`src/design/sfm_pkg.sv`:
```
// sfm_pkg: shared types, constants and phase encoding for the serial frame master
// depends on nothing; imported by sfm_step, serial_frame_master, sfm_checker and tb_serial_frame_master

package sfm_pkg;

    // frame geometry
    localparam int unsigned ADDR_BITS = 10;
    localparam int unsigned DATA_BITS = 8;
    localparam int unsigned START_LEN = 5;
    localparam logic [START_LEN-1:0] START_PATTERN = 5'b11001;

    // bit counter must reach the longest phase length
    localparam int unsigned MAX_LEN_AD = (ADDR_BITS > DATA_BITS) ? ADDR_BITS : DATA_BITS;
    localparam int unsigned MAX_LEN = (MAX_LEN_AD > START_LEN) ? MAX_LEN_AD : START_LEN;
    localparam int unsigned CNT_W = $clog2(MAX_LEN + 1);

    // phase codes as seen on the result port
    localparam int unsigned PHASE_W = 3;
    localparam logic [PHASE_W-1:0] PH_CODE_IDLE  = 3'd0;
    localparam logic [PHASE_W-1:0] PH_CODE_START = 3'd1;
    localparam logic [PHASE_W-1:0] PH_CODE_ADDR  = 3'd2;
    localparam logic [PHASE_W-1:0] PH_CODE_DATA  = 3'd3;
    localparam logic [PHASE_W-1:0] PH_CODE_STOP  = 3'd4;
    localparam logic [PHASE_W-1:0] PH_CODE_LOST  = 3'd5;

    // operation codes
    localparam logic OP_TICK  = 1'b0;
    localparam logic OP_START = 1'b1;

    // internal frame phase, one-hot
    typedef enum logic [5:0] {
        ST_IDLE  = 6'b000001,
        ST_START = 6'b000010,
        ST_ADDR  = 6'b000100,
        ST_DATA  = 6'b001000,
        ST_STOP  = 6'b010000,
        ST_LOST  = 6'b100000
    } t_phase;

    // frame state carried from one transaction to the next
    typedef struct packed {
        t_phase               phase;
        logic [CNT_W-1:0]     cnt;
        logic [ADDR_BITS-1:0] addr;
        logic [DATA_BITS-1:0] data;
        logic [DATA_BITS-1:0] rx;
        logic                 arb;
    } t_state;

    // one result transaction
    typedef struct packed {
        logic                 drive_bit;
        logic                 out_bit;
        logic [PHASE_W-1:0]   phase;
        logic [DATA_BITS-1:0] rx_byte;
        logic                 rx_done;
        logic                 lost_arb;
        logic                 stop_hold;
    } t_result;

    // one-hot phase to port code
    function automatic logic [PHASE_W-1:0] phase_code(input t_phase ph);
        logic [PHASE_W-1:0] code;
        unique case (ph)
            ST_START: code = PH_CODE_START;
            ST_ADDR:  code = PH_CODE_ADDR;
            ST_DATA:  code = PH_CODE_DATA;
            ST_STOP:  code = PH_CODE_STOP;
            ST_LOST:  code = PH_CODE_LOST;
            default:  code = PH_CODE_IDLE;
        endcase
        return code;
    endfunction

endpackage

```
`src/design/serial_frame_master.sv`:
```
// serial_frame_master: top level, frame state registers and result register
// depends on sfm_pkg and sfm_step
//
// latency: the result of a transaction is valid on the cycle after it is accepted
// throughput: one transaction per cycle unless the sink stalls a waiting result; frame state updates in a single step
// the result register frees and refills in the same cycle when the output is taken
// reset (synchronous, active low): idle phase, counters, buffers and flags cleared,
// no result pending

module serial_frame_master import sfm_pkg::*; (
    input  logic                 i_clk,
    input  logic                 i_rst_n,
    // input channel
    input  logic                 i_valid,
    output logic                 o_stall,
    input  logic                 i_operation,
    input  logic [ADDR_BITS-1:0] i_address,
    input  logic [DATA_BITS-1:0] i_tx_byte,
    input  logic                 i_rx_bit,
    input  logic                 i_arb_line,
    // output channel
    output logic                 o_valid,
    input  logic                 i_stall,
    output logic                 o_drive_bit,
    output logic                 o_out_bit,
    output logic [PHASE_W-1:0]   o_phase,
    output logic [DATA_BITS-1:0] o_rx_byte,
    output logic                 o_rx_done,
    output logic                 o_lost_arb,
    output logic                 o_stop_hold
);

    t_state  r_state;
    t_state  n_state;
    t_result r_result;
    t_result n_result;
    logic    r_out_valid;
    logic    accept;

    // hold off input only while a result is waiting and the sink stalls
    assign o_stall = r_out_valid & i_stall;
    assign accept  = i_valid & ~o_stall;

    sfm_step u_sfm_step (
        .i_state     (r_state),
        .i_operation (i_operation),
        .i_address   (i_address),
        .i_tx_byte   (i_tx_byte),
        .i_rx_bit    (i_rx_bit),
        .i_arb_line  (i_arb_line),
        .o_state     (n_state),
        .o_result    (n_result)
    );

    // frame state
    always_ff @(posedge i_clk) begin
        if (!i_rst_n) begin
            r_state.phase <= ST_IDLE;
            r_state.cnt   <= '0;
            r_state.addr  <= '0;
            r_state.data  <= '0;
            r_state.rx    <= '0;
            r_state.arb   <= 1'b0;
        end else if (accept) begin
            r_state <= n_state;
        end
    end

    // result valid flag
    always_ff @(posedge i_clk) begin
        if (!i_rst_n) begin
            r_out_valid <= 1'b0;
        end else if (accept) begin
            r_out_valid <= 1'b1;
        end else if (!i_stall) begin
            r_out_valid <= 1'b0;
        end
    end

    // result payload
    always_ff @(posedge i_clk) begin
        if (accept) begin
            r_result <= n_result;
        end
    end

    assign o_valid     = r_out_valid;
    assign o_drive_bit = r_result.drive_bit;
    assign o_out_bit   = r_result.out_bit;
    assign o_phase     = r_result.phase;
    assign o_rx_byte   = r_result.rx_byte;
    assign o_rx_done   = r_result.rx_done;
    assign o_lost_arb  = r_result.lost_arb;
    assign o_stop_hold = r_result.stop_hold;

endmodule

```
`src/design/sfm_step.sv`:
```
// sfm_step: next-state and result logic for one tick or start command
// depends on sfm_pkg

module sfm_step import sfm_pkg::*; (
    input  t_state               i_state,
    input  logic                 i_operation,
    input  logic [ADDR_BITS-1:0] i_address,
    input  logic [DATA_BITS-1:0] i_tx_byte,
    input  logic                 i_rx_bit,
    input  logic                 i_arb_line,
    output t_state               o_state,
    output t_result              o_result
);

    logic [START_LEN-1:0] pat_sh;
    logic [ADDR_BITS-1:0] addr_sh;
    logic [DATA_BITS-1:0] data_sh;
    logic [DATA_BITS-1:0] rx_mask;
    logic [DATA_BITS-1:0] rx_out;
    logic                 done;

    // current frame bit sits at the msb after shifting by the bit count
    assign pat_sh  = START_PATTERN << i_state.cnt;
    assign addr_sh = i_state.addr << i_state.cnt;
    assign data_sh = i_state.data << i_state.cnt;
    assign rx_mask = {1'b1, {(DATA_BITS-1){1'b0}}} >> i_state.cnt;

    // phase sequencing
    always_comb begin
        o_state  = i_state;
        o_result = '0;
        done     = 1'b0;
        if (i_operation == OP_START) begin
            o_state.addr  = i_address;
            o_state.data  = i_tx_byte;
            o_state.rx    = '0;
            o_state.cnt   = '0;
            o_state.arb   = 1'b0;
            o_state.phase = ST_START;
        end else begin
            unique case (i_state.phase)
                ST_START: begin
                    if (i_state.cnt < CNT_W'(START_LEN)) begin
                        o_result.drive_bit = 1'b1;
                        o_result.out_bit   = pat_sh[START_LEN-1];
                        o_state.cnt        = i_state.cnt + 1'b1;
                    end else begin
                        o_state.cnt   = '0;
                        o_state.phase = ST_ADDR;
                    end
                end
                ST_ADDR: begin
                    if (i_state.cnt < CNT_W'(ADDR_BITS)) begin
                        o_result.drive_bit = 1'b1;
                        o_result.out_bit   = addr_sh[ADDR_BITS-1];
                        // a driven one that reads back low means we lost the bus
                        if (addr_sh[ADDR_BITS-1] && !i_arb_line) begin
                            o_state.arb   = 1'b1;
                            o_state.phase = ST_LOST;
                        end
                        o_state.cnt = i_state.cnt + 1'b1;
                    end else begin
                        o_state.cnt   = '0;
                        o_state.phase = ST_DATA;
                    end
                end
                ST_DATA: begin
                    if (i_state.cnt < CNT_W'(DATA_BITS)) begin
                        o_result.drive_bit = 1'b1;
                        o_result.out_bit   = data_sh[DATA_BITS-1];
                        o_state.rx         = i_state.rx | (i_rx_bit ? rx_mask : '0);
                        o_state.cnt        = i_state.cnt + 1'b1;
                    end else begin
                        done          = 1'b1;
                        o_state.cnt   = '0;
                        o_state.phase = ST_STOP;
                    end
                end
                ST_STOP: begin
                    o_result.stop_hold = 1'b1;
                end
                ST_LOST: begin
                    o_state.phase = ST_IDLE;
                end
                default: begin
                end
            endcase
        end

        // received byte goes out, shifter clears when the byte completes
        rx_out = o_state.rx;
        if (done) begin
            o_state.rx = '0;
        end

        o_result.phase    = phase_code(o_state.phase);
        o_result.rx_byte  = rx_out;
        o_result.rx_done  = done;
        o_result.lost_arb = o_state.arb;
    end

endmodule

```
`config.mk`:
```
export PLATFORM = sky130hd
export DESIGN_NAME = serial_frame_master
export DESIGN_NICKNAME = d
export VERILOG_FILES = /design/src/design/sfm_pkg.sv /design/src/design/serial_frame_master.sv /design/src/design/sfm_step.sv
export SDC_FILE = /design/constraint.sdc
export NUM_CORES = 1
export LEC_CHECK = 0
export BUFFER_PORTS_ARGS = -buffer_cell sky130_fd_sc_hd__buf_2
export CORE_UTILIZATION = 30
export CTS_CLUSTER_DIAMETER = 30
export CTS_CLUSTER_SIZE = 14
export DETAILED_ROUTE_END_ITERATION = 10
export PLACE_DENSITY = 0.59
export SYNTH_ARGS = -nofsm -noshare
export SYNTH_HDL_FRONTEND = slang
export SYNTH_SLANG_ARGS = --single-unit
```
`constraint.sdc`:
```
create_clock -name i_clk -period 2.8 [get_ports i_clk]
set_input_delay 0.28 -clock i_clk [delete_from_list [all_inputs] [get_ports i_clk]]
set_output_delay 0.28 -clock i_clk [all_outputs]
set_load 0.05 [all_outputs]
```
==> Word level (Yosys, flattened, before mapping) <==
Index checks and enable logic that the tools add are counted.
{ "totals": {"reg_bits": 54, "latch_bits": 0, "ramBits": 0, "romBits": 0, "input_bits": 25, "out_inout_bits": 18, "wordCells": 70, "mem_count": 0} }
{ "op_classes": {"addsub": 1, "n_mul": 0, "n_div": 0, "n_lt_le_gt_ge": 3, "n_eq_ne": 11, "n_shift": 4, "n_mux": 28, "n_bitwise": 4, "reduce_logical": 5} }
{ "op_table": {"columns": ["cell", "count"], "rows": [
  ["$mux 8", 4],
  ["$pmux 6 s4", 1],
  ["$mux 10", 2],
  ["$mux 6", 3],
  ["$pmux 3 s5", 1],
  ["$eq 6x2->1 const B", 2],
  ["$eq 6x3->1 const B", 2],
  ["$eq 6x4->1 const B", 2],
  ["$eq 6x5->1 const B", 2],
  ["$eq 6x6->1 const B", 2],
  ["$pmux 4 s3", 1],
  ["$shl 10x4->10", 1],
  ["$mux 1", 9],
  ["$mux 9", 1],
  ["$lt 4x4->1 const B", 2],
  ["$mux 4", 2],
  ["$or 8x8->8", 1],
  ["$shl 8x4->8", 1],
  ["$shr 8x4->8 const A", 1],
  ["$mux 2", 3],
  ["$pmux 2 s3", 1],
  ["$shl 5x4->5 const A", 1],
  ["$add 4x1->4 const B", 1],
  ["$lt 4x3->1 const B", 1],
  ["7 further kinds", 9]
]} }

==> Depth between registers and ports, before layout <==
Gate-level depths: netlist of the first run.
{ "depth": {"ltp_word": 8, "depth_mapped": 9} }

==> Modules after synthesis <==
Synthesis of the first run repeated with hierarchy kept, for this count alone.
{ "unflattened": {"cells_unflattened": 335, "hier_area_um2": 3128.0} }
{ "by_module_without_submodules": {"columns": ["module", "instances", "cells_per_inst", "area_per_inst_um2", "seq_area_each_um2"], "rows": [
  ["serial_frame_master", 1, 180, 2015.7, 1241.2],
  ["sfm_step", 1, 155, 1112.3, 0.0]
]} }

==> Least setup slack after synthesis of the first run <==
No wires, ideal clock.
{ "synth_path": {"path_kind": "flip-flop to flip-flop", "start": "register r_state[35] (netlist bit)", "end": "register r_result (netlist bit o_phase[0]) (data pin)", "setup_time_ns": 0.256, "arrival_time_ns": 2.196, "required_time_ns": 2.544, "path_slack_ns": 0.348, "stages_incl_launch_ff": 8, "path_buffers": 1, "synth_period_minus_slack_ns": 2.452, "cell_sequence": "dfxtp_1 -> buf_2 -> or4_4 -> or4_4 -> a21o_1 -> a31oi_2 -> o21ai_1 -> a41o_1"} }
{ "synth_lines": {"columns": ["element", "line_no", "text"], "rows": [
  ["from (decl)", "serial_frame_master.sv:33", "t_state r_state;"],
  ["from (signal assigned)", "serial_frame_master.sv:65", "r_state <= n_state;"],
  ["to (signal assigned)", "serial_frame_master.sv:83", "r_result <= n_result;"],
  ["to (decl)", "serial_frame_master.sv:35", "t_result r_result;"]
]} }

==> impl_metrics.toml, run 1 <==
[clocking]
cts_made_buffers = 5
postCtsHoldBufs = 0
clock_sinks = 54
clkLatencyLatePin_ps = 300
ctsHtreeMaxLevel = 2
path_clk_slew_ps = 90
post_cts_buffers = 0
cts_tree = "built"
clockBufferDepth = 2
cts_resized = 0
cts_root_buffer = "clkbuf_8"

[global_routing]
gr-usage-all-layers_pct = 14.82
grt_pass1_vias = 2381
grt_pass1_wl_um = 11720
grt_overflow_total = 0
grt_max_degree = 39
antenna_found_initial = 0

[critical_path]
reg2reg_depth = 8
critical_path.endpoint_type = "flip-flop"
r2r_slack_ps = 190
crit_path_start_kind = "flip-flop"
crit_fanout = 13
worstReg2RegEnd = "o_phase[0]"
cp.required_ps = 2860
crit_type = "flip-flop to flip-flop"
arrival_ps = 2670
rr_startpoint = "r_state[28]"

[worst_hold_path]
hold_depth = 2
hold_start = "i_valid"
hold_class = "primary input to flip-flop"
hold_end = "o_valid"

[outcome]
status = "completed"

[sta]
finalSetupViolCount = 0
drv_slew = 0
fmax_ghz = 0.3834
worstMarginPinSlew_ps = 603.8
maxSlewHeadroom_pct = 59.65
final.setup_skew_ps = 5.838
min_period_ps = 2608
fin_tns_setup_ps = 0
rsz0062_at_grt = "false"
timing.final.crit_share_pct = 93.15
hold_viol_final = 0

[layout]
fill_cells = 967
finalNetCount = 394
layout-drive-gt1-share_pct = 19.61
multi_input_area_um2 = 1469
regArea_um2 = 1241
antennaDiodeCount = 0
fin_util_pct = 35.70
syn2layout_area_growth_pct = 16.05

[pwr]
clkPwrFrac_pct = 28.9
combinationalPowerShare_pct = 13.0
seqPwrFrac_pct = 58.1
swShare_pct = 26.72
cellInternalPower_mw = 1.063
vdd_ir_drop_max_mv = 0.1699
leakagePower_nw = 1.225
power.density_nw_per_um2 = 441.7
p_sw_mw = 0.3875

[place]
dp_hpwl_um = 5115
gp_congestion = 0.9256
port_buffers = 42

[synthesis]
ys_warn_count = 0
synth_edf_count = 16
syn_inst = 319
yosysSeqAreaShare_pct = 43.87
synth_nets = 352
ys_ff_latch = 54
synth_ff_type = "dfxtp_1"
async_reset_ff_share_pct = 0
ys_types = 52
netlist_area_um2 = 2829
avgSynthCellArea_um2 = 8.868

[floorplanning]
coreArea_um2 = 9196
ios = 43
die_w_um = 99.11
fp.dieH_um = 99.11
start_util_pct = 30.76
num_rows = 35
dieArea_um2 = 9822

[detailed_routing]
drcViolationCount = 0
ant_nets = 0
drt-wirelength-per-cell_um = 14.66
vias = 2497
drtIter0Drc = 132
first_pass_iters = 4
via_per_inst = 5.279
drt-total-wl_um = 6932

[job]
cap_violations = 0
kinds of logic after synthesis:
group / synth area share [%]
AND/OR/NAND/NOR: 23.09
AO/OA/AOI/OAI: 21.49
flip-flops: 43.87
buffers and inverters: 4.202
adder cells (fa/ha/maj): 3.538
multiplexers: 3.494
XOR/XNOR: 0.3097
cell usage in the layout, fill, tap and decap left out, types with 4 or more instances in the layout:
cell / instances
a21boi_1: 20
a21oi_1: 7
a22oi_1: 10
a31oi_1: 11
a41oi_1: 4
and2_1: 5
buf_2: 42
buf_4: 14
clkbuf_8: 5
dfxtp_1: 38
edfxtp_1: 16
ha_1: 8
inv_1: 8
nand2_1: 57
nand3_1: 5
nor2_1: 20
nor2b_1: 16
nor3_1: 12
nor4b_1: 4
o21ai_0: 5
o21ai_1: 7
cell usage after synthesis, types with 3 or more instances:
master	count	area, µm²
ha_1	8	100.1
and2_1	5	31.28
nor2b_1	16	100.1
a22oi_1	10	75.07
inv_1	8	30.03
a21oi_1	7	35.03
nand3_1	5	25.02
o21ai_0	5	25.02
nand2b_1	3	18.77
nor3_1	12	60.06
nor2_1	20	75.07
dfxtp_1	38	760.7
o21a_1	3	22.52
a31oi_1	11	68.82
a21boi_1	20	150.1
a41oi_1	4	35.03
nand2_1	57	214.0
o21ai_1	7	35.03
clkbuf_1	17	63.81
mux2_1	3	33.78
nor4b_1	4	35.03
edfxtp_1	16	480.5
nor4_1	3	18.77
worst max-delay path by stage:
stage                      from    endpoint  slack [ps]  cells after the start
floorplan           r_state[35]  o_phase[0]         350                      7
global placement    r_state[35]  o_phase[0]         310                      6
detailed placement  r_state[35]  o_phase[0]         250                      6
CTS                 r_state[28]  o_phase[0]         230                      8
global route        r_state[28]  o_phase[0]          40                      8
finish              r_state[28]  o_phase[0]         190                      8
sequential cells by signal (all words and copies together), names as in the netlist:
name and count:
r_state 37, o_rx_byte 8, o_phase 3, o_drive_bit 1, o_lost_arb 1, o_out_bit 1, o_rx_done 1, o_stop_hold 1
o_valid 1
final cells by class:
cell class / instances / share of cell area, %
clock buffers: 6 / 2.210
clock inverters: 2 / 0.2668
inverters: 10 / 1.143
multi-input cells: 234 / 44.74
flip-flops and latches: 54 / 37.80
well taps: 111 / 4.230
repair buffers: 56 / 9.604
critical path: stages, from the launching register on:
cell and delay, ps:
dfxtp_1 670, inv_1 190, ha_1 240, nor2b_1 180, or4_4 160, a21o_1 180, a31oi_2 150, a311o_1 350
a41o_1 240
through the flow:
stage	hold slack, ps	instance area [µm²]	cells	power (mW)	setup WS (ps)
global placement	440.8	3202	465	1.049	308.8
floorplan	404.1	2829	319	0.9892	348.2
finish	199.8	3283	473	1.450	191.7
global route	188.8	3283	473	1.515	40.73
detailed placement	448.5	3202	465	1.051	254.3
CTS	191.2	3283	473	1.468	227.3
layer usage:
metal / up-vias / wire [µm] / global-route usage [%] / part of all wire (%)
met5: - / 0 / 0 / 0
met4: 0 / 103 / 3.733 / 1.5
met3: 11 / 277 / 2.811 / 4.0
met2: 75 / 3089 / 23.51 / 45
met1: 1183 / 3462 / 20.81 / 50
li1: 1228 / - / - / -
power groups by stage:
stage | sequential [mW] | combinational (mW) | clock (mW)
2_1_floorplan | 0.900 | 0.0895 | 0
3_3_place_gp | 0.861 | 0.188 | 0
3_5_place_dp | 0.862 | 0.189 | 0
4_1_cts | 0.843 | 0.190 | 0.435
5_1_grt | 0.846 | 0.205 | 0.464
6_report | 0.843 | 0.189 | 0.418
(Power assumes the default switching activity.)
==> run 2: changes to the inputs <==
--- a/config.mk
+++ b/config.mk
@@ -10,7 +10,9 @@
 export CTS_CLUSTER_DIAMETER = 30
 export CTS_CLUSTER_SIZE = 14
 export DETAILED_ROUTE_END_ITERATION = 10
-export PLACE_DENSITY = 0.59
+export PLACE_DENSITY = 0.58
+export SKIP_CTS_REPAIR_TIMING = 1
 export SYNTH_ARGS = -nofsm -noshare
 export SYNTH_HDL_FRONTEND = slang
+export SYNTH_HIERARCHICAL = 1
 export SYNTH_SLANG_ARGS = --single-unit
==> constraint.sdc (replaced) <==
create_clock -name i_clk -period 2.8 [get_ports i_clk]
set_input_delay 0.42 -clock i_clk [delete_from_list [all_inputs] [get_ports i_clk]]
set_output_delay 0.42 -clock i_clk [all_outputs]
set_load 0.05 [all_outputs]
==> run 2 against run 1 <==
  * Largest power group unchanged
  * Largest cell class unchanged
  * Clock power rose by 54%
  * Critical path depth fell by 1
  * Sequential share of layout area fell by 2.8 points
  * Utilization fell by 0.055 points
  * Combinational power rose by 19%
  * Clock skew rose by 6.2 ps
  * Critical endpoint unchanged
  * Maximum frequency rose by 6.0%
  * Hold slack improved by 140 ps
  * Synthesized area rose by 11%
  * Sequential power rose by 0.9%
==> impl_metrics.toml, run 2 <==
[clocking]
path_clk_slew_ps = 110
clockBufferDepth = 2
clock_sinks = 54
cts_root_buffer = "clkbuf_8"
clkLatencyLatePin_ps = 310
cts_tree = "built"
ctsHtreeMaxLevel = 2
cts_made_buffers = 5

[worst_hold_path]
hold_depth = 2
hold_start = "i_valid"
hold_class = "primary input to flip-flop"
hold_end = "o_valid"

[sta]
hold_viol_final = 0
maxSlewHeadroom_pct = 43.39
min_period_ps = 2461
drv_slew = 0
hold_ws_ps = 341.5
fin_tns_setup_ps = 0
timing.final.crit_share_pct = 87.90
fmax_ghz = 0.4063
rsz0062_at_grt = "false"
worstMarginPinSlew_ps = 849.2
finalSetupViolCount = 0
final.setup_skew_ps = 12.04

[synthesis]
avgSynthCellArea_um2 = 9.337
yosysSeqAreaShare_pct = 39.68
netlist_area_um2 = 3128
synth_edf_count = 16
yosysTopAreaCell = "dfxtp_1"
synth_common_cells = "82 x nand2_1, 39 x mux2i_1, 38 x dfxtp_1"
synth.area.top_cells = "dfxtp_1 24%, edfxtp_1 15%, mux2i_1 12%"
synth_most_common_cell = "nand2_1"
ys_ff_latch = 54
synth_nets = 368
ys_warn_count = 6
syn_inst = 335
synth_ff_type = "dfxtp_1"
ys_types = 48
async_reset_ff_share_pct = 0
yosysTopAreaCellShare_pct = 24.32

[floorplanning]
coreArea_um2 = 9955
die_w_um = 104.1
start_util_pct = 31.42
fp.dieH_um = 104.1
num_rows = 36
ios = 43
dieArea_um2 = 10840

[critical_path]
cp_top_family = "compound AO/OA/AOI/OAI gates"
slowest_stage = "dfxtp_1"
critical_path.endpoint_type = "flip-flop"
crit_type = "flip-flop to flip-flop"
rr_startpoint = "r_state[28]"
reg2reg_depth = 7
cp.required_ps = 2950
crit_path_start_kind = "flip-flop"
r2r_slack_ps = 340
arrival_ps = 2610
crit_buf_inv = 1
crit_path_cell_trace = "inv_1 > ha_1 > o21a_1 > o31a_1 > nor4_1 > nand4_1 > o221ai_1"
worstReg2RegEnd = "o_phase[0]"
crit_fanout = 10
max_stage_delay_ps = 570

[outcome]
status = "completed"

[layout]
syn2layout_area_growth_pct = 13.44
final_design_area_no_fill_um2 = 3548
antennaDiodeCount = 0
fin_util_pct = 35.65
finalNetCount = 399
layout-drive-gt1-share_pct = 23.71
final_common_cell = "nand2_1"
largest_register = "r_state"
final_cell_mix = "82 x nand2_1, 42 x buf_2, 39 x mux2i_1"
largest_reg_flops = 37

[global_routing]
gr-usage-all-layers_pct = 12.39
grt_max_degree = 54
antenna_found_initial = 0
grt_pass1_wl_um = 11150
grt_overflow_total = 0
grt_pass1_vias = 2317

[detailed_routing]
drtIter0Drc = 123
via_per_inst = 4.764
vias = 2382
first_pass_iters = 4
drt-total-wl_um = 6403
ant_nets = 0
drt-wirelength-per-cell_um = 12.81
drcViolationCount = 0

[pwr]
leakagePower_nw = 1.369
power.density_nw_per_um2 = 483.9
vdd_ir_drop_max_mv = 0.2105
power_mw = 1.717

[place]
gp_congestion = 0.8309
dp_hpwl_um = 4445
place_area_um2 = 3406
port_buffers = 42

[job]
cap_violations = 0
[run 2: cell count changes after synthesis, sizes merged, moves of 12 or more]
cell and delta:
mux2 +16, nor2b -13, a21boi -19, nand2 +25
buf +12, nor2 +14, clkbuf -12, mux2i +37
[run 2: report_power, final]
group	internal (mW)	switching, mW
clock network	0.381	0.261
registers	0.831	0.0193
logic	0.0885	0.136
[run 2: how the worst max path moves through the flow]
stage | from | to | slack [ps] | cells after the start
final | r_state[28] | o_phase[0] | 340 | 7
after global routing | r_state[28] | o_phase[0] | 160 | 7
after CTS | r_state[28] | o_phase[0] | 390 | 7
after detailed placement | r_state[28] | o_phase[0] | 410 | 7
after global placement | r_state[28] | o_phase[0] | 420 | 7
after floorplan | r_state[27] | r_state[0] | 590 | 10
[run 2: metal layers]
layer  GRT usage [%]  routed length, µm  vias up
met1           16.47               3154     1103
met5               0                  0        -
li1                -                  -     1227
met3           2.381                229        4
met2           20.52               2983       48
met4           3.163                 36        0
[run 2: cell type report]
class	count	area, µm²
repair buffers	45	257.7
clock buffers	6	82.58
fillers	998	6406
well taps	133	166.4
inverters	9	33.78
flip-flops and latches	54	1241
multi-input cells	251	1707
clock inverters	2	60.06
[run 2: kinds of logic (layout without fill, tap and decap cells)]
logic type / Yosys count / after routing / share of synthesized area, %
AND/OR/NAND/NOR: 142 / 142 / 20.04
adder cells (fa/ha/maj): 8 / 8 / 3.200
buffers and inverters: 30 / 62 / 6.000
flip-flops: 54 / 54 / 39.68
XOR/XNOR: 3 / 3 / 0.8402
AO/OA/AOI/OAI: 37 / 37 / 8.760
multiplexers: 61 / 61 / 21.48
[run 2: metrics by stage]
| stage | setup slack [ps] | instances |
|---|---|---|
| 6_report | 338.9 | 500 |
| 5_1_grt | 156.3 | 500 |
| 4_1_cts | 388.3 | 500 |
| 3_5_place_dp | 408.7 | 492 |
| 3_3_place_gp | 415.8 | 492 |
| 2_1_floorplan | 589.7 | 335 |
==> run 3: changes to the inputs <==
--- a/config.mk
+++ b/config.mk
@@ -10,9 +10,8 @@
 export CTS_CLUSTER_DIAMETER = 30
 export CTS_CLUSTER_SIZE = 14
 export DETAILED_ROUTE_END_ITERATION = 10
-export PLACE_DENSITY = 0.58
+export PLACE_DENSITY = 0.59
 export SKIP_CTS_REPAIR_TIMING = 1
 export SYNTH_ARGS = -nofsm -noshare
 export SYNTH_HDL_FRONTEND = slang
-export SYNTH_HIERARCHICAL = 1
 export SYNTH_SLANG_ARGS = --single-unit
==> run 3 against run 2 <==
  * Global-route usage up 1.9 points
  * Sequential power down 0.9%
  * Utilization up 0.53 points
  * Sequential share of layout area up 2.3 points
  * Critical path type unchanged
  * Largest power group unchanged
==> impl_metrics.toml, run 3 (synthesized netlist as in run 1, its figures left out) <==
[sta]
hold_ws_ps = 331.3
fin_tns_setup_ps = 0
finalSetupViolCount = 0
maxSlewHeadroom_pct = 59.46
drv_slew = 0
hold_viol_final = 0
timing.final.crit_share_pct = 92.15
worstMarginPinSlew_ps = 605.9
final.setup_skew_ps = 6.035
fmax_ghz = 0.3876
min_period_ps = 2580
rsz0062_at_grt = "false"

[global_routing]
grt_pass1_vias = 2357
grt_pass1_wl_um = 11320
grt_max_degree = 39
gr-usage-all-layers_pct = 14.32
antenna_found_initial = 0
grt_overflow_total = 0

[job]
cap_violations = 0

[floorplanning]
die_w_um = 99.11
fp.dieH_um = 99.11
ios = 43
dieArea_um2 = 9822
num_rows = 35
start_util_pct = 30.76
coreArea_um2 = 9196

[detailed_routing]
drt-total-wl_um = 6875
drtIter0Drc = 180
vias = 2452
via_per_inst = 5.195
drt-wirelength-per-cell_um = 14.57
drcViolationCount = 0
ant_nets = 0
first_pass_iters = 4

[critical_path]
cp.required_ps = 2910
r2r_slack_ps = 220
worstReg2RegEnd = "o_phase[2]"
reg2reg_depth = 6
critical_path.endpoint_type = "flip-flop"
crit_fanout = 13
arrival_ps = 2690
crit_type = "flip-flop to flip-flop"
crit_path_start_kind = "flip-flop"
rr_startpoint = "r_state[28]"

[layout]
finalNetCount = 393
largest_reg_flops = 37
syn2layout_area_growth_pct = 17.60
largest_register = "r_state"
final_cell_mix = "57 x nand2_1, 42 x buf_2, 38 x dfxtp_1"
antennaDiodeCount = 0
layout-drive-gt1-share_pct = 19.67
final_common_cell = "nand2_1"

[clocking]
cts_tree = "built"
path_clk_slew_ps = 100
cts_made_buffers = 5
clockBufferDepth = 2
cts_root_buffer = "clkbuf_8"
clkLatencyLatePin_ps = 310
clock_sinks = 54
ctsHtreeMaxLevel = 2

[pwr]
p_sw_mw = 0.3992
swShare_pct = 24.31
clkPwrFrac_pct = 37.2
vdd_ir_drop_max_mv = 0.1615
power.density_nw_per_um2 = 493.5
cellInternalPower_mw = 1.243
combinationalPowerShare_pct = 11.5
leakagePower_nw = 1.243
seqPwrFrac_pct = 51.3

[worst_hold_path]
hold_start = "i_valid"
hold_depth = 2
hold_end = "o_valid"
hold_class = "primary input to flip-flop"

[place]
port_buffers = 42
dp_hpwl_um = 4872
gp_congestion = 0.9194

[outcome]
status = "completed"
-- run 3: cell count changes in the layout (fill, tap and decap cells not counted), sizes merged, moves of 5 or more --
| cell | change |
|---|---|
| mux2 | -16 |
| a21boi | +19 |
| nand2 | -25 |
| a21oi | -5 |
| mux2i | -37 |
| a22oi | +10 |
| nor2b | +13 |
| nor3 | +7 |
| a31oi | +9 |
| nor2 | -14 |
| o21ai | +10 |
| buf | +10 |
-- run 3: layout make-up --
cell class / count / area, µm²
fillers: 972 / 5869
repair buffers: 55 / 307.8
flip-flops and latches: 54 / 1241
multi-input cells: 234 / 1469
inverters: 10 / 37.54
well taps: 111 / 138.9
clock buffers: 5 / 68.82
clock inverters: 3 / 63.81
-- run 3: power by group through the flow --
| stage | registers, mW | logic, mW | clock network (mW) |
|---|---|---|---|
| CTS | 0.843 | 0.189 | 0.630 |
| detailed placement | 0.861 | 0.188 | 0 |
| finish | 0.843 | 0.188 | 0.611 |
| global route | 0.847 | 0.204 | 0.653 |
| global placement | 0.861 | 0.187 | 0 |
| floorplan | 0.900 | 0.0895 | 0 |
-- run 3: per-layer routing --
layer / part of all wire [%] / GRT usage (%) / vias to the layer above
li1: - / - / 1225
met1: 49 / 19.93 / 1142
met2: 44 / 22.16 / 76
met3: 5.8 / 2.600 / 9
met4: 1.6 / 5.430 / 0
met5: 0 / 0 / -
-- run 3: worst max path at each step --
stage / cells past startpoint / start / endpoint
6_report: 6 / r_state[28] / o_phase[2]
5_1_grt: 6 / r_state[28] / o_phase[2]
4_1_cts: 6 / r_state[35] / o_phase[0]
3_5_place_dp: 6 / r_state[35] / o_phase[0]
3_3_place_gp: 6 / r_state[35] / o_phase[0]
2_1_floorplan: 7 / r_state[35] / o_phase[0]
-- run 3: stage by stage --
stage,total power [mW],util [%],area [µm²],instances,worst slack (ps)
final,1.642,36.18,3327,472,219.9
after global routing,1.704,36.18,3327,472,102.3
after CTS,1.662,36.18,3327,472,239.4
after detailed placement,1.049,34.73,3194,464,255.9
after global placement,1.048,34.73,3194,464,310.4
after floorplan,0.9892,-,2829,319,348.2
-- run 3: worst max-delay path, stage by stage (launching register included) --
cell,delay [ps]
dfxtp_1,660
mux2i_1,160
a31oi_1,210
or3b_1,400
a211oi_2,450
mux2i_1,140
nor4b_1,360
